[config.mk]
export PLATFORM = sky130hd
export DESIGN_NAME = imu_serial_frame_parser_top
export DESIGN_NICKNAME = d
export VERILOG_FILES = /design/src/hw/rtl/imusfp_pkg.sv /design/src/hw/rtl/imu_serial_frame_parser_top.sv
export SDC_FILE = /design/constraint.sdc
export NUM_CORES = 1
export LEC_CHECK = 0
export BUFFER_PORTS_ARGS = -buffer_cell sky130_fd_sc_hd__buf_2
export CAP_MARGIN = 25
export CORE_AREA = 2 2 187 143
export DETAILED_ROUTE_END_ITERATION = 8
export DIE_AREA = 0 0 189 145
export HOLD_SLACK_MARGIN = 0.1
export SLEW_MARGIN = 20
export SYNTH_ARGS = -nofsm -noshare
export SYNTH_HDL_FRONTEND = slang
export SYNTH_SLANG_ARGS = --single-unit
[constraint.sdc]
create_clock -name clk -period 4.6 [get_ports clk]
set_input_delay 0.23 -clock clk [delete_from_list [all_inputs] [get_ports clk]]
set_output_delay 0.23 -clock clk [all_outputs]
set_load 0.01 [all_outputs]
[src/hw/rtl/imusfp_pkg.sv]
package imusfp_pkg;

	localparam int unsigned BYTE_W   = 8;
	localparam int unsigned ANGLE_W  = 16;
	localparam int unsigned LIMIT_W  = 15;
	localparam int unsigned POS_W    = 5;

	localparam logic [BYTE_W-1:0]  SYNC_BYTE   = 8'hAA;
	localparam logic [POS_W-1:0]   FRAME_LEN   = 5'd19;
	localparam logic [POS_W-1:0]   POS_HUNT1   = 5'd0;
	localparam logic [POS_W-1:0]   POS_HUNT2   = 5'd1;
	localparam logic [POS_W-1:0]   SUM_FIRST   = 5'd2;
	localparam logic [POS_W-1:0]   YAW_LO      = 5'd3;
	localparam logic [POS_W-1:0]   YAW_HI      = 5'd4;
	localparam logic [POS_W-1:0]   PITCH_LO    = 5'd5;
	localparam logic [POS_W-1:0]   PITCH_HI    = 5'd6;
	localparam logic [POS_W-1:0]   SUM_LAST    = 5'd16;
	localparam logic [POS_W-1:0]   CHECK_POS   = 5'd18;
	localparam logic [LIMIT_W-1:0] LIMIT_RESET = 15'd18000;

	typedef logic signed [ANGLE_W-1:0] angle_t;

	function automatic logic within_limit(input angle_t raw, input logic [LIMIT_W-1:0] limit);
		logic [ANGLE_W:0] mag;
		if (raw[ANGLE_W-1]) begin
			mag = {1'b1, {ANGLE_W{1'b0}}} - {1'b0, raw};
		end else begin
			mag = {1'b0, raw};
		end
		return mag <= {{(ANGLE_W + 1 - LIMIT_W){1'b0}}, limit};
	endfunction

endpackage

[src/hw/rtl/imu_serial_frame_parser_top.sv]
// Serial frame parser for an inertial sensor link. Each input transfer carries one received
// byte; the block finds 19-byte frames opening with two 0xAA sync bytes, checks the
// modulo-256 sum of bytes 2 to 16 against byte 18, and for each good frame delivers one
// output transfer with the held yaw and pitch in signed hundredths of a degree. An angle
// whose magnitude exceeds angle_limit leaves the held value unchanged and clears its fresh
// flag. A byte is taken every clock cycle, except while the input is held as told below. Each
// byte passes an input register, and the frame logic loads a good frame's result into the
// output register. The output register lets the next bytes enter while a result waits; only
// the checksum byte of a further good frame holds the input until then.
module imu_serial_frame_parser_top (
	input  logic                                clk,
	input  logic                                arst_n,
	input  logic                                s_axis_tvalid,
	output logic                                s_axis_tready,
	input  logic [imusfp_pkg::BYTE_W-1:0]       s_axis_tdata,   // rx_byte
	output logic                                m_axis_tvalid,
	input  logic                                m_axis_tready,
	output logic [2*imusfp_pkg::ANGLE_W-1:0]    m_axis_tdata,   // heading_hundredths, pitch_hundredths
	output logic [1:0]                          m_axis_tuser,   // heading_fresh, pitch_fresh
	input  logic                                cfg_we,
	input  logic [imusfp_pkg::LIMIT_W-1:0]      cfg_wdata       // angle_limit
);

	logic                               valid_s1;
	logic [imusfp_pkg::BYTE_W-1:0]      byte_s1;
	logic [imusfp_pkg::LIMIT_W-1:0]     limit_q;
	logic [imusfp_pkg::POS_W-1:0]       pos_q;
	logic [imusfp_pkg::BYTE_W-1:0]      sum_q;
	imusfp_pkg::angle_t                 yaw_q;
	imusfp_pkg::angle_t                 pitch_q;
	imusfp_pkg::angle_t                 held_heading_q;
	imusfp_pkg::angle_t                 held_pitch_q;

	logic                               out_valid_s2;
	imusfp_pkg::angle_t                 heading_s2;
	imusfp_pkg::angle_t                 pitch_s2;
	logic                               heading_fresh_s2;
	logic                               pitch_fresh_s2;

	logic [imusfp_pkg::POS_W-1:0]       pos;
	logic [imusfp_pkg::POS_W-1:0]       pos_next;
	logic [imusfp_pkg::BYTE_W-1:0]      sum_next;
	imusfp_pkg::angle_t                 yaw_next;
	imusfp_pkg::angle_t                 pitch_next;
	logic                               good_frame;
	logic                               yaw_ok;
	logic                               pitch_ok;
	logic                               out_free;
	logic                               advance;

	assign pos      = (pos_q >= imusfp_pkg::FRAME_LEN) ? imusfp_pkg::POS_HUNT1 : pos_q;
	assign yaw_ok   = imusfp_pkg::within_limit(yaw_q, limit_q);
	assign pitch_ok = imusfp_pkg::within_limit(pitch_q, limit_q);

	always_comb begin
		pos_next   = pos + 5'd1;
		sum_next   = sum_q;
		yaw_next   = yaw_q;
		pitch_next = pitch_q;
		good_frame = 1'b0;
		if (pos == imusfp_pkg::POS_HUNT1) begin
			pos_next = (byte_s1 == imusfp_pkg::SYNC_BYTE) ? imusfp_pkg::POS_HUNT2
				: imusfp_pkg::POS_HUNT1;
			sum_next = '0;
		end else if (pos == imusfp_pkg::POS_HUNT2) begin
			pos_next = (byte_s1 == imusfp_pkg::SYNC_BYTE) ? imusfp_pkg::SUM_FIRST
				: imusfp_pkg::POS_HUNT1;
			sum_next = '0;
		end else if (pos == imusfp_pkg::CHECK_POS) begin
			pos_next   = imusfp_pkg::POS_HUNT1;
			sum_next   = '0;
			good_frame = (sum_q == byte_s1);
		end else begin
			if (pos <= imusfp_pkg::SUM_LAST) begin
				sum_next = sum_q + byte_s1;
			end
			if (pos == imusfp_pkg::YAW_LO) begin
				yaw_next[7:0] = byte_s1;
			end else if (pos == imusfp_pkg::YAW_HI) begin
				yaw_next[15:8] = byte_s1;
			end else if (pos == imusfp_pkg::PITCH_LO) begin
				pitch_next[7:0] = byte_s1;
			end else if (pos == imusfp_pkg::PITCH_HI) begin
				pitch_next[15:8] = byte_s1;
			end
		end
	end

	assign out_free      = !out_valid_s2 || m_axis_tready;
	assign advance       = valid_s1 && (!good_frame || out_free);
	assign s_axis_tready = !valid_s1 || advance;

	always_ff @(posedge clk or negedge arst_n) begin
		if (!arst_n) begin
			valid_s1 <= 1'b0;
		end else if (s_axis_tready) begin
			valid_s1 <= s_axis_tvalid;
		end
	end

	always_ff @(posedge clk) begin
		if (s_axis_tready && s_axis_tvalid) begin
			byte_s1 <= s_axis_tdata;
		end
	end

	always_ff @(posedge clk or negedge arst_n) begin
		if (!arst_n) begin
			limit_q        <= imusfp_pkg::LIMIT_RESET;
			pos_q          <= imusfp_pkg::POS_HUNT1;
			sum_q          <= '0;
			yaw_q          <= '0;
			pitch_q        <= '0;
			held_heading_q <= '0;
			held_pitch_q   <= '0;
		end else begin
			if (cfg_we) begin
				limit_q <= cfg_wdata;
			end
			if (advance) begin
				pos_q   <= pos_next;
				sum_q   <= sum_next;
				yaw_q   <= yaw_next;
				pitch_q <= pitch_next;
				if (good_frame && yaw_ok) begin
					held_heading_q <= yaw_q;
				end
				if (good_frame && pitch_ok) begin
					held_pitch_q <= pitch_q;
				end
			end
		end
	end

	always_ff @(posedge clk or negedge arst_n) begin
		if (!arst_n) begin
			out_valid_s2 <= 1'b0;
		end else if (out_free) begin
			out_valid_s2 <= advance && good_frame;
		end
	end

	always_ff @(posedge clk) begin
		if (out_free && advance && good_frame) begin
			heading_s2       <= yaw_ok ? yaw_q : held_heading_q;
			pitch_s2         <= pitch_ok ? pitch_q : held_pitch_q;
			heading_fresh_s2 <= yaw_ok;
			pitch_fresh_s2   <= pitch_ok;
		end
	end

	assign m_axis_tvalid = out_valid_s2;
	assign m_axis_tdata  = {pitch_s2, heading_s2};
	assign m_axis_tuser  = {pitch_fresh_s2, heading_fresh_s2};

endmodule

## Word level (Yosys, flattened, before mapping)

Index checks and enable logic that the tools add are counted.

| operators by class | value |
|---|---|
| order comparisons | 4 |
| reductions and logical operators | 22 |
| bitwise operators | 6 |
| muxes and demuxes | 17 |
| $add $sub $neg | 4 |
| equality and inequality tests | 8 |

Operators with widths:

| cell | number |
|---|---|
| 17-bit by 15-bit <= comparator with 1-bit output | 2 |
| 17-bit two-way mux | 2 |
| 17-bit by 16-bit subtractor with 17-bit output, first input constant | 2 |
| 16-bit two-way mux | 2 |
| 8-bit two-way mux | 4 |
| 5-bit two-way mux | 4 |
| 5-bit by 3-bit == test with 1-bit output, second input constant | 3 |
| 8-bit adder | 1 |
| 8-bit == test | 1 |
| 8-bit == test, second input constant | 1 |
| 8-bit AND reduction | 1 |
| 1-bit logical AND | 7 |
| 7-bit AND reduction | 1 |
| 1-bit NOT | 6 |
| 2-bit AND reduction | 3 |
| 6-bit AND reduction | 1 |
| 5-bit by 1-bit adder with 5-bit output, second input constant | 1 |
| 5-bit by 1-bit == test with 1-bit output, second input constant | 1 |
| 5-bit by 2-bit == test with 1-bit output, second input constant | 1 |
| 5-bit == test, second input constant | 1 |
| 5-bit >= comparator, second input constant | 1 |
| 5-bit <= comparator, second input constant | 1 |
| 5-bit logical NOT | 1 |
| 5-bit AND reduction | 1 |
| 5 further kinds | 12 |

| storage, ports and cells | value |
|---|---|
| flip-flop bits (word level) | 136 |

## Logic depth before layout (Yosys ltp)

Gate-level depths: netlist of run 1.

| logic depth | value |
|---|---|
| depth in word-level cells | 11 |
| gate-level depth with buffers | 14 |

## Worst setup path before layout of run 1

OpenSTA, ideal clock, no wires.

| path | value |
|---|---|
| kind | reg-to-reg |
| start | reg yaw_q[3] |
| end | reg heading_s2[10], data pin |
| setup time | 260 ps |
| data required time | 4340 ps |
| path slack | 365 ps |
| period minus slack after synthesis | 4235 ps |
| arrival time | 3975 ps |
| cell stages (with the launch flop) | 15 |
| cells stage by stage | dfrtp_1 -> buf_6 -> or4_1 -> or3_1 -> or3_1 -> o21ai_0 -> xnor2_1 -> ha_1 -> nand4_1 -> or2_2 -> a31oi_1 -> o41ai_2 -> nand2_4 -> buf_6 -> mux2_4 |

| on the way | value |
|---|---|
| longest elaborated chain between the ends | 4 |

Ends and longest elaborated chain:

| what | line | source |
|---|---|---|
| start: declaration | imu_serial_frame_parser_top.sv:29 | `imusfp_pkg::angle_t yaw_q;` |
| start signal: assignment | imu_serial_frame_parser_top.sv:123 | `yaw_q <= yaw_next;` |
| 17-bit by 16-bit subtractor with 17-bit output | imusfp_pkg.sv:26 | `mag = {1'b1, {ANGLE_W{1'b0}}} - {1'b0, raw};` |
| 17-bit two-way mux * | imusfp_pkg.sv:25 | `if (raw[ANGLE_W-1]) begin` |
| 17-bit by 15-bit <= comparator with 1-bit output * | imusfp_pkg.sv:30 | `return mag <= {{(ANGLE_W + 1 - LIMIT_W){1'b0}}, limit};` |
| 16-bit two-way mux * | imu_serial_frame_parser_top.sv:145 | `heading_s2 <= yaw_ok ? yaw_q : held_heading_q;` |
| end signal: assignment | imu_serial_frame_parser_top.sv:145 |  |
| end: declaration | imu_serial_frame_parser_top.sv:35 | `imusfp_pkg::angle_t heading_s2;` |

Every way passes the cells marked *; elsewhere a longest branch is shown, timed or not.
A chain may end at the register's enable or synchronous reset.

## Worst setup path in the final report of run 1

| path | value |
|---|---|
| start | reg yaw_q[5] |
| end | reg heading_s2[6], data pin |

Same word-level chain as after synthesis.

==> results summary, run 1 <==
For hold timing, the worst endpoint is m_axis_tvalid$_DFFE_PN0P_. The number of antenna violations at the first check in global routing is 1. The clock insertion delay at the later pin of the skew report came out at 0.42 ns.

In this run the critical register-to-register path is launched from yaw_q[5]$_DFFE_PN0P_. In the layout the commonest cells are sky130_fd_sc_hd__dfrtp_1, sky130_fd_sc_hd__mux2_2, sky130_fd_sc_hd__buf_2. The cell area power density came out at 658 nW/um^2. The clock tree from TritonCTS is built. Input and output buffers added on the ports amount to 63.

Setup slack on the worst reg-to-reg path comes out at roughly 0.23 ns. Global routing finished with a remaining overflow of 0. The worst-case clock buffer depth came out at 2. Leaving out fill and tap cells, the most frequent cell in the layout is sky130_fd_sc_hd__dfrtp_1. Post-CTS timing repair inserted 0 buffers for setup. The end-of-flow core utilization is between 30% and 40%. The overall die height is 145 microns. The number of nets with antenna violations after routing came out at 0. The full die area is 27,400 sq um.

The synthesized netlist net count came out at 636. Subtracting the final worst setup slack from the clock period gives roughly 4.4 ns. In this run the worst hold path is classified as input pin to register. The largest vdd supply drop came out at 0.296 mV. The flow ran to the end, and the final reports show no timing, DRC or antenna violations. The post-detailed-route via-to-cell ratio is 4.58. The number of H-tree levels came out at 4. The count of unresolved DRC violations after routing came out at 0. The tree is rooted in a sky130_fd_sc_hd__clkbuf_16. The clock sink count is 136.

The core area came out at 25,600 sq um. The mapped netlist covers 7060 sq um. The critical path capture point type is a register. At the pin with the least slew margin, the transition time is 0.823 ns. The hold-critical path depth is 3.

The number of clock buffers inserted by TritonCTS is 17. The first global-routing pass estimated 26,000 microns of wire. The ratio of final minimum period to clock period came out at approximately 95%. The maximum clock rate is 229 MHz.

The overall fraction of global-route tracks in use came out at 12.5%. The via count of the first global-routing pass came out at 4,612. The routed design has 16,200 microns of wire. STA classifies the critical path startpoint as a register. The area growth from synthesis to final layout came out at 20.9%.

Clock skew on the completed layout was measured at 0.0102 ns. The critical path is of the register to register type. The wire length per cell after detailed routing is roughly 16 microns.

The first TritonRoute pass finished after 7 iterations. The post-placement cell area came out at 7740 sq um. The via count of the routed design is approximately 4,600. The smallest setup slack after layout is 0.232 ns. The register bit total from synthesis is 136.

The fraction of final layout cells sized beyond drive strength 1 came out at a little under a third. The number of enable flip-flop cells after synthesis came out at 42. The Yosys step of the flow raised 0 warnings. The combined area of the multi-input logic cells is 3220 sq um.

The worst hold path begins at m_axis_tready. The initial core utilization is about 28%. Across the run, the number of max-cap violations was 0. Entering global routing, the biggest net connects 49 pins. The final antenna diode count is 0. The share of synthesized flip-flops with an asynchronous set or reset came out at 69.1%.

The sequential cell area fraction in the yosys report came out at 51.3%. In the synthesized netlist the dominant register cell turns out to be sky130_fd_sc_hd__dfrtp_1. The endpoint of the worst-slack reg-to-reg timing path is heading_s2[6]$_DFFE_PP_. After the last flow step, the layout net total stands at 728.

The depth of the most critical reg-to-reg path came out at 12. The sum of net half-perimeters after detailed placement came out at 11,600 microns. Setup violations remaining at the end of the flow were counted as 0. The worst-path maximum fanout is 17. The data arrival at the endpoint of the critical path came out at 4.54 ns.

The worst max-slew margin expressed relative to the limit is a little under half. Averaged over all synthesized cells, the footprint is 12.5 sq um. The I/O pin total is between 60 and 70. The die extent in x is 189 microns. The total power came out at ~5.6 mW.

The number of different library cells used by synthesis comes to 64. The count of routing violations after the opening detailed-route iteration is 343. The required time reported for the critical path endpoint is 4.77 ns. The number of endpoints with negative hold slack in the final report was 0.

Synthesis handed over a netlist of 564 instances. The number of placement rows is 51. The standby leakage power came out at 3.75 nW. The routability congestion estimate from global placement is a little over 0.8. The total of fill cells in the finished design came out at approximately 2,500. The CTS clock-pin slew for the worst setup and hold paths came out at 0.06 ns. The number of slew-limit violations in the final report came out at 0. The register area came out at approximately 3600 sq um. The worst setup timing slack at the placement stage is -0.112 ns. Setup repair after global routing left no endpoint under its margin. The total non-filler cell area in the finished layout is 8540 sq um.
==> area by class of cell <==
class                      count  share of cell area, %
sequential                   136                   42.4
clock buffer                  21                   5.39
tap                          344                   5.04
clock inverter                11                  0.894
timing repair buffer          94                   7.18
inverter                      31                   1.36
multi-input combinational    376                   37.8
==> registers in the layout, indices dropped and copies added (netlist names) <==
register          cells
pitch_s2             16
heading_s2           16
valid_s1              1
m_axis_tvalid         1
held_pitch_q         16
sum_q                 8
yaw_q                16
pitch_fresh_s2        1
held_heading_q       16
pitch_q              16
byte_s1               8
pos_q                 5
heading_fresh_s2      1
limit_q              15
==> per-stage QoR <==
step                      setup TNS, ns  hold WS, ns  cells
after floorplan                       0      -0.0656    564
after global routing                  0        0.228   1013
after global placement        -0.000177        0.307    956
final                                 0        0.199   1013
after CTS                             0        0.184   1013
after detailed placement          -2.37        0.299    956
==> worst max path at each step <==
stage                               from                            end  slack, ns  depth (start not counted)
global route        yaw_q[5]$_DFFE_PN0P_  held_heading_q[8]$_DFFE_PN0P_       0.02                         12
finish              yaw_q[5]$_DFFE_PN0P_        heading_s2[6]$_DFFE_PP_       0.23                         12
floorplan           yaw_q[3]$_DFFE_PN0P_       heading_s2[10]$_DFFE_PP_       0.36                         14
detailed placement  yaw_q[5]$_DFFE_PN0P_  held_heading_q[6]$_DFFE_PN0P_      -0.11                         12
CTS                 yaw_q[5]$_DFFE_PN0P_  held_heading_q[8]$_DFFE_PN0P_       0.20                         12
global placement    yaw_q[5]$_DFFE_PN0P_  held_heading_q[7]$_DFFE_PN0P_    -0.0001                         12
==> worst max-delay path, cell delays in order, from the launching register on <==
cell                      delay (ns)
sky130_fd_sc_hd__dfrtp_1        0.43
sky130_fd_sc_hd__or4_1          0.57
sky130_fd_sc_hd__or3_1          0.36
sky130_fd_sc_hd__or3_1          0.40
sky130_fd_sc_hd__o21ai_0        0.20
sky130_fd_sc_hd__xnor2_1        0.16
sky130_fd_sc_hd__ha_1           0.28
sky130_fd_sc_hd__nand4_1        0.11
sky130_fd_sc_hd__or2_2          0.13
sky130_fd_sc_hd__a31oi_1        0.07
sky130_fd_sc_hd__o41ai_4        0.70
sky130_fd_sc_hd__nand2_4        0.32
sky130_fd_sc_hd__mux2_4         0.37
==> where the power goes <==
part           switching [mW]  internal [mW]  total (mW)
sequential              0.326           1.54        1.86
clock                   0.526          0.716        1.24
combinational            1.27           1.25        2.51
total                    2.12           3.50        5.62
==> synthesized netlist by cell type, types with 6 or more instances <==
cell type,n,share of area (%)
sky130_fd_sc_hd__mux2_4,14,3.0
sky130_fd_sc_hd__xnor2_1,31,3.8
sky130_fd_sc_hd__dfrtp_1,89,32
sky130_fd_sc_hd__ha_1,43,7.6
sky130_fd_sc_hd__nand2_1,35,1.9
sky130_fd_sc_hd__a22o_1,17,2.1
sky130_fd_sc_hd__mux2_2,72,11
sky130_fd_sc_hd__inv_1,31,1.6
sky130_fd_sc_hd__or3_1,7,0.62
sky130_fd_sc_hd__o21ai_0,34,2.4
sky130_fd_sc_hd__a21oi_1,14,0.99
sky130_fd_sc_hd__nor2_1,6,0.32
sky130_fd_sc_hd__nand4_1,9,0.80
sky130_fd_sc_hd__o31ai_1,7,0.74
sky130_fd_sc_hd__edfxtp_1,42,18
sky130_fd_sc_hd__clkbuf_1,13,0.69
sky130_fd_sc_hd__nand3_1,9,0.64
==> repair_timing <==
action                                  CTS  global route
gates resized for setup                   1             0
endpoints found under the setup margin   28             0
hold buffers                             25             0
hold endpoints to repair                 70             0
==> layer usage <==
metal	up-vias	track usage, %	wire length [microns]
met5	-	0	0
met4	0	3.09	117
met3	7	3.14	632
met2	77	17.1	6810
met1	2293	19.3	8670
li1	2264	-	-
==> cells by family (layout without fill, tap and decap cells) <==
family                     after synthesis  after routing  synth area share (%)
muxes                                   88             88                  14.7
AOI/OAI and AO/OA                      109            109                  10.6
buffers and inverters                   52            157                  3.35
adders and majority gates               44             44                  7.90
xor gates and xnor gates                34             34                  4.22
and+or+nand+nor                        101            101                  7.88
DFF                                    136            136                  51.3
Note: power is estimated with default switching activity, not from simulation.
==> inputs of run 2 (changes only) <==
--- a/config.mk
+++ b/config.mk
@@ -8,8 +8,10 @@
 export BUFFER_PORTS_ARGS = -buffer_cell sky130_fd_sc_hd__buf_2
 export CAP_MARGIN = 25
 export CORE_AREA = 2 2 187 143
+export CTS_BUF_LIST = sky130_fd_sc_hd__clkbuf_2
 export DETAILED_ROUTE_END_ITERATION = 8
 export DIE_AREA = 0 0 189 145
+export GPL_TIMING_DRIVEN = 0
 export HOLD_SLACK_MARGIN = 0.1
 export SLEW_MARGIN = 20
 export SYNTH_ARGS = -nofsm -noshare
==> results summary, run 2 (same netlist as run 1, synthesis figures left out) <==
The setup clock skew after layout came out at 0.0312 ns (+0.0210 ns). The maximum number of pins on one net before global-route repair is 62 (+27%). The run finished with clean final reports. The clock insertion delay at the later pin of the skew report is 0.72 ns (+0.30 ns). The critical path class is register to register. The data arrival at the endpoint of the critical path is 4.83 ns (+0.29 ns). The ratio of final minimum period to clock period is 94.1% (-0.82 points). The core area is 25,600 sq um (unchanged).

The class of the tightest hold or removal check is input pin to register. The first-pass GRT wire length is 26,400 microns (+1.3%). Setup repair after global routing left no endpoint under its margin.

The setup violation total in the final timing report was 0 (unchanged). The number of placement rows came out at 51 (unchanged). TritonCTS built the clock tree. The met2 capacity usage during global routing is 17.3% (+0.26 points). The cell area power density is 601 nW/um^2 (-8.7%). The number of clock buffers inserted by TritonCTS came out at 17 (unchanged). The worst-path maximum fanout is 10 (-7). The worst hold path begins at s_axis_tdata[5]. The transition at the pin with the smallest max-transition slack is 0.660 ns (-0.163 ns). Leaving out fill and tap cells, the most frequent cells in the layout are sky130_fd_sc_hd__dfrtp_1, sky130_fd_sc_hd__mux2_2, sky130_fd_sc_hd__buf_2. Leaving out fill and tap cells, the most frequent cell in the layout is sky130_fd_sc_hd__dfrtp_1. The wire length after detailed routing came out at 16,600 microns (+2.1%). The worst reg-to-reg setup slack is 0.27 ns (+0.04 ns). The full die area came out at 27,400 sq um (unchanged). The maximum single-stage delay on the critical path is 0.56 ns (-0.14 ns). The worst register-to-register path begins at yaw_q[3]$_DFFE_PN0P_. The most critical setup path has its startpoint at yaw_q[3]$_DFFE_PN0P_.

The via count of the routed design is 4,820 (+3.9%). The CTS clock-pin slew for the worst setup and hold paths came out at 0.22 ns (+0.16 ns). The wire length per cell after detailed routing was 15.7 microns (-1.8%).

The initial core utilization came to 27.6% (unchanged). The tree is rooted in a sky130_fd_sc_hd__clkbuf_2. The minimum clock period after layout came to 4.33 ns (-0.0378 ns).

The required time reported for the critical path endpoint was 5.10 ns (+0.33 ns). The number of placed instances, taps included was 972 (+1.7%). Walking the worst path, the cells encountered are buf_6, or4_1, or3_1, or3_1, o21ai_1, xnor2_1, ha_1, nand4_1, or2_2, o32a_1, o41ai_4, nand2_4, buf_6, mux2_4. The fraction of final layout cells sized beyond drive strength 1 is 29.1% (-0.95 points). The number of H-tree levels came out at 4 (unchanged). In this run the critical register-to-register path is captured at heading_s2[6]$_DFFE_PP_. The maximum clock rate was 231 MHz (+0.87%).

The depth of the most critical reg-to-reg path came out at 14 (+2). The routability congestion estimate from global placement came out at 0.804 (-1.1%). The number of violations of the max-capacitance limit is 0 (unchanged). The final standard cell count with taps included and fillers excluded came to 1,053 (+3.9%). The I/O pin total came out at 64 (unchanged). The area growth from synthesis to final layout came out at 21.6%. The number of search-and-repair iterations in the first detailed-routing pass came out at 4 (-3). The global-route congestion overflow total is 0 (unchanged). met1 is the most crowded layer. The total power came out at 5.16 mW (-8.3%).

The cell type of the slowest stage on the worst timing path is sky130_fd_sc_hd__or4_1. The count of unresolved DRC violations after routing came out at 0 (unchanged). The count of port buffers added during placement came out at 62 (-1.6%). The via count of the first global-routing pass was 4,682 (+1.5%). The number of antenna violations at the first check in global routing is 0 (-1). The overall die height came to 145 microns (unchanged). Among cell families on the critical path, the largest total delay comes from simple AND/OR/NAND/NOR gates.

The post-detailed-route via-to-cell ratio is 4.58 (about the same). The die extent in x was 189 microns (unchanged). The number of nets with antenna violations after routing is 0 (unchanged). The clock sink count was 136 (unchanged). The worst-case clock buffer depth came out at 2 (unchanged). STA classifies the critical path endpoint as a register.

The met3 demand-to-capacity share in global routing is 2.83% (-0.31 points). The layout net count is 767 (+5.4%). The worst max-slew margin expressed relative to the limit was 55.9% (+11 points).

STA classifies the critical path startpoint as a register. The number of endpoints with negative hold slack in the final report came to 0 (unchanged). The worst path buffer plus inverter count is 2 (+2).

The standby leakage power came out at 3.76 nW (+0.32%). The number of slew-limit violations in the final report came out at 0 (unchanged). The sum of net half-perimeters after detailed placement is 11,800 microns (+1.4%). The number of cells on the critical path was 14 (+2). The end-of-flow core utilization was 33.5% (+0.17 points). The largest vdd supply drop is 0.251 mV (-15%).

In this run the worst setup path terminates at heading_s2[6]$_DFFE_PP_. The count of routing violations after the opening detailed-route iteration is 325 (-5.2%). The overall fraction of global-route tracks in use came out at 12.5% (-0.017 points). The met1 usage in global routing is 19.4% (+0.048 points).
-- run 2: cell types whose count changed in the layout (fill, tap and decap cells not counted), sizes merged --
| cell | delta |
|---|---|
| clkbuf | +10 |
| dlygate4sd3 | +21 |
| clkinv | +2 |
| bufinv | +1 |
| inv | +1 |
| buf | +5 |
| diode | +1 |
| clkinvlp | -1 |
-- run 2: layer usage --
| layer | part of all wire (%) | up-vias |
|---|---|---|
| li1 | - | 2346 |
| met1 | 51 | 2340 |
| met2 | 41 | 121 |
| met3 | 6.8 | 13 |
| met4 | 0.99 | 0 |
| met5 | 0 | - |
-- run 2: how the worst min path moves through the flow --
stage	to	depth (start not counted)
global placement	byte_s1[1]$_DFFE_PP_	1
global route	byte_s1[0]$_DFFE_PP_	2
floorplan	held_heading_q[0]$_DFFE_PN0P_	0
finish	byte_s1[5]$_DFFE_PP_	2
detailed placement	sum_q[4]$_DFFE_PN0P_	1
CTS	byte_s1[0]$_DFFE_PP_	2
-- run 2: stage by stage --
stage | setup slack, ns | hold slack (ns) | instance area (sq um) | setup TNS (ns)
final | 0.270 | 0.211 | 8580 | 0
after detailed placement | -0.217 | 0.153 | 7870 | -3.27
after global routing | 0.0685 | 0.143 | 8580 | 0
after floorplan | 0.365 | -0.0656 | 7060 | 0
after global placement | -0.412 | 0.408 | 7800 | -7.45
after CTS | 0.0500 | 0.158 | 8570 | 0
-- run 2: repair_timing --
item                                    CTS  global route
endpoints found under the hold margin   127             0
setup buffers                             0             1
cloned                                    0             0
endpoints found under the setup margin   27            20
gates resized for setup                   1             1
hold buffers                             47             0
pin swaps                                 0             1
-- run 2: cell type report --
cell class	instances	area, sq um
multi-input cells	376	3220
clock buffers	18	90.1
diodes	1	2.50
clock inverters	14	128
inverters	31	116
well taps	344	430
fillers	2560	17000
repair buffers	112	860
plain buffers	21	121
flip-flops and latches	136	3620
-- run 2: where the power goes --
| group | internal, mW | leakage [nW] | switching, mW |
|---|---|---|---|
| combinational | 1.30 | 2.03 | 1.36 |
| sequential | 1.53 | 1.60 | 0.276 |
| clock | 0.200 | 0.128 | 0.484 |
==> inputs of run 3 (changes only) <==
--- a/config.mk
+++ b/config.mk
@@ -13,7 +13,7 @@
 export DIE_AREA = 0 0 189 145
 export GPL_TIMING_DRIVEN = 0
 export HOLD_SLACK_MARGIN = 0.1
-export SLEW_MARGIN = 20
+export MAX_ROUTING_LAYER = met4
 export SYNTH_ARGS = -nofsm -noshare
 export SYNTH_HDL_FRONTEND = slang
 export SYNTH_SLANG_ARGS = --single-unit
==> results summary, run 3 (same netlist as run 1, synthesis figures left out) <==
The flow ran to the end, and the final reports show no timing, DRC or antenna violations. The maximum clock rate is 225 MHz (-2.4%). The startpoint identified for the worst register-to-register timing path is yaw_q[3]$_DFFE_PN0P_. The clock sink count is 136 (unchanged). The clock insertion delay at the later pin of the skew report is 0.72 ns (about the same).

The critical path goes through buf_6, or4_1, or3_1, or3_1, o21ai_0, xnor2_1, ha_1, nand4_1, or2_2, o32a_1, o41ai_4, nand2_4, buf_6, mux2_4. The worst hold path belongs to the class input pin to register. Among all stages on the critical path, the largest delay is contributed by sky130_fd_sc_hd__or4_1. The minimum clock period after layout is 4.44 ns (+0.106 ns). The number of endpoints with negative hold slack in the final report came out at 0 (unchanged).

The number of violations of the max-capacitance limit was 0 (unchanged). The count of routing violations after the opening detailed-route iteration is 299 (-8.0%). The final standard cell count with taps included and fillers excluded came out at 1,052 (-0.095%). The transition at the pin with the smallest max-transition slack is 0.656 ns (-0.00468 ns).

The post-detailed-route via-to-cell ratio is 4.60 (+0.45%). The I/O pin total came out at 64 (unchanged). The overall fraction of global-route tracks in use is 12.8% (+0.36 points). The most common cell after layout, fill and taps aside is sky130_fd_sc_hd__dfrtp_1.

The data arrival at the endpoint of the critical path was 4.93 ns (+0.10 ns). The worst setup path is of the register to register kind. Leaving out fill and tap cells, the most frequent cells in the layout are sky130_fd_sc_hd__dfrtp_1, sky130_fd_sc_hd__mux2_2, sky130_fd_sc_hd__buf_2. The number of antenna violations at the first check in global routing came out at 0 (unchanged). The root buffer cell chosen for the clock tree is sky130_fd_sc_hd__clkbuf_2.

The ratio of final minimum period to clock period is 96.4% (+2.3 points). In this run the worst setup path terminates at heading_s2[6]$_DFFE_PP_. The full die area is 27,400 sq um (unchanged).

The depth of the most critical reg-to-reg path is 14 (unchanged). STA classifies the critical path startpoint as a register. The startpoint of the most critical setup path is yaw_q[3]$_DFFE_PN0P_.

The count of port buffers added during placement is 62 (unchanged). The worst-case clock buffer depth is 2 (unchanged). The setup clock skew after layout is 0.0417 ns (+0.0105 ns).

The CTS clock-pin slew for the worst setup and hold paths came to 0.22 ns (about the same). The count of unresolved DRC violations after routing is 0 (unchanged). The number of H-tree levels was 4 (unchanged). The total non-filler cell area in the finished layout is 8580 sq um (about the same). The cell area power density came out at 600 nW/um^2 (about the same).

The wire length per cell after detailed routing came to 15.7 microns (-0.10%). The worst path buffer plus inverter count was 2 (unchanged). The final total negative setup slack came out at 0 ns (unchanged). The die extent in x came to 189 microns (unchanged). The via count of the first global-routing pass came out at 4,682 (unchanged). The number of search-and-repair iterations in the first detailed-routing pass came to 5 (+1). The maximum single-stage delay on the critical path came out at 0.56 ns (about the same). The first-pass GRT wire length came out at 26,500 microns (+0.42%). The worst reg-to-reg setup slack came out at 0.16 ns (-0.11 ns). The via count of the routed design was 4,837 (+0.35%). The endpoint of the worst-slack reg-to-reg timing path is heading_s2[6]$_DFFE_PP_.

The number of clock buffers inserted by TritonCTS is 17 (unchanged). The final antenna diode count is 0 (-1). The wire length after detailed routing was 16,500 microns (-0.20%). The standby leakage power came out at 3.76 nW (about the same). The largest vdd supply drop came to 0.238 mV (-5.0%). The area growth from synthesis to final layout is 21.5% (about the same).

The core area came out at 25,600 sq um (unchanged). The maximum number of pins on one net before global-route repair was 62 (unchanged). The fraction of final layout cells sized beyond drive strength 1 came out at 29.1% (unchanged). The overall die height is 145 microns (unchanged). Setup repair after global routing left no endpoint under its margin. The global-route congestion overflow total is 0 (unchanged). The number of placement rows came out at 51 (unchanged).

The number of cells on the critical path came out at 14 (unchanged). The required time reported for the critical path endpoint is 5.09 ns (about the same). The number of nets with antenna violations after routing is 0 (unchanged). TritonCTS built the clock tree.

The setup violation total in the final timing report was 0 (unchanged). The worst-path maximum fanout was 10 (unchanged). The layout net count came out at 767 (unchanged).

The sum of net half-perimeters after detailed placement is 11,800 microns (-0.12%). The routability congestion estimate from global placement came out at 0.816 (+1.5%). The worst setup path is captured at a register. The initial core utilization is 27.6% (unchanged). Grouping stages by cell kind, the critical path spends the most delay in simple AND/OR/NAND/NOR gates. The post-placement cell area is 7860 sq um (about the same). The number of placed instances, taps included is 972 (unchanged). The number of slew-limit violations in the final report is 0 (unchanged).

The worst max-slew margin expressed relative to the limit was 56.2% (+0.31 points).
[run 3: layout make-up]
cell class	count	area, sq um
sequential	136	3620
timing repair buffer	112	856
fill	2535	17000
clock buffer	18	90.1
buffer	21	121
clock inverter	14	128
tap	344	430
inverter	31	116
multi-input combinational	376	3220
[run 3: worst reg2reg max path: cells and delay by family, from the launching register on]
kind / cells / cell delay [ns]
mux: 1 / 0.30
xor+xnor: 1 / 0.10
buf+inv: 2 / 0.34
fa+ha+maj: 1 / 0.32
simple gates: 6 / 2.02
compound gates: 3 / 0.74
flops: 1 / 0.42
[run 3: timing repair]
item                       CTS  global route
hold endpoints to repair   122             0
gates cloned                 0             0
pin swaps                    0             1
buffers inserted             0             1
hold buffers                47             0
gates resized for setup      1             0
setup endpoints to repair   32            23
[run 3: routing by layer]
layer | GRT usage [%] | wire length, microns | share of wire (%) | up-vias
met2 | 17.4 | 6750 | 41 | 114
li1 | - | - | - | 2336
met3 | 2.42 | 728 | 4.4 | 12
met1 | 19.4 | 8910 | 54 | 2375
met5 | - | 0 | 0 | -
met4 | 3.05 | 149 | 0.90 | 0
[run 3: through the flow]
| stage | utilization (%) | power [mW] | setup WS, ns | hold WS (ns) |
|---|---|---|---|---|
| detailed placement | 30.7 | 4.39 | -0.240 | 0.232 |
| CTS | 33.5 | 5.15 | 0.0347 | 0.173 |
| finish | 33.5 | 5.15 | 0.164 | 0.215 |
| global route | 33.5 | 5.58 | 0.00782 | 0.157 |
| global placement | 30.5 | 4.33 | -0.412 | 0.408 |
| floorplan | - | 3.79 | 0.365 | -0.0656 |
[run 3: report_power, final]
part	internal (mW)	leakage, nW	switching (mW)
clock network	0.200	0.128	0.484
logic	1.31	2.03	1.35
registers	1.53	1.60	0.275
total	3.04	3.76	2.11
[run 3: worst min path at each step]
stage,startpoint,end,slack (ns),cells past startpoint
floorplan,arst_n,held_heading_q[0]$_DFFE_PN0P_,-0.07,0
global placement,s_axis_tdata[1],byte_s1[1]$_DFFE_PP_,0.41,1
detailed placement,arst_n,sum_q[4]$_DFFE_PN0P_,0.23,1
CTS,s_axis_tdata[0],byte_s1[0]$_DFFE_PP_,0.17,2
global route,s_axis_tdata[0],byte_s1[0]$_DFFE_PP_,0.16,2
finish,s_axis_tdata[0],byte_s1[0]$_DFFE_PP_,0.21,2
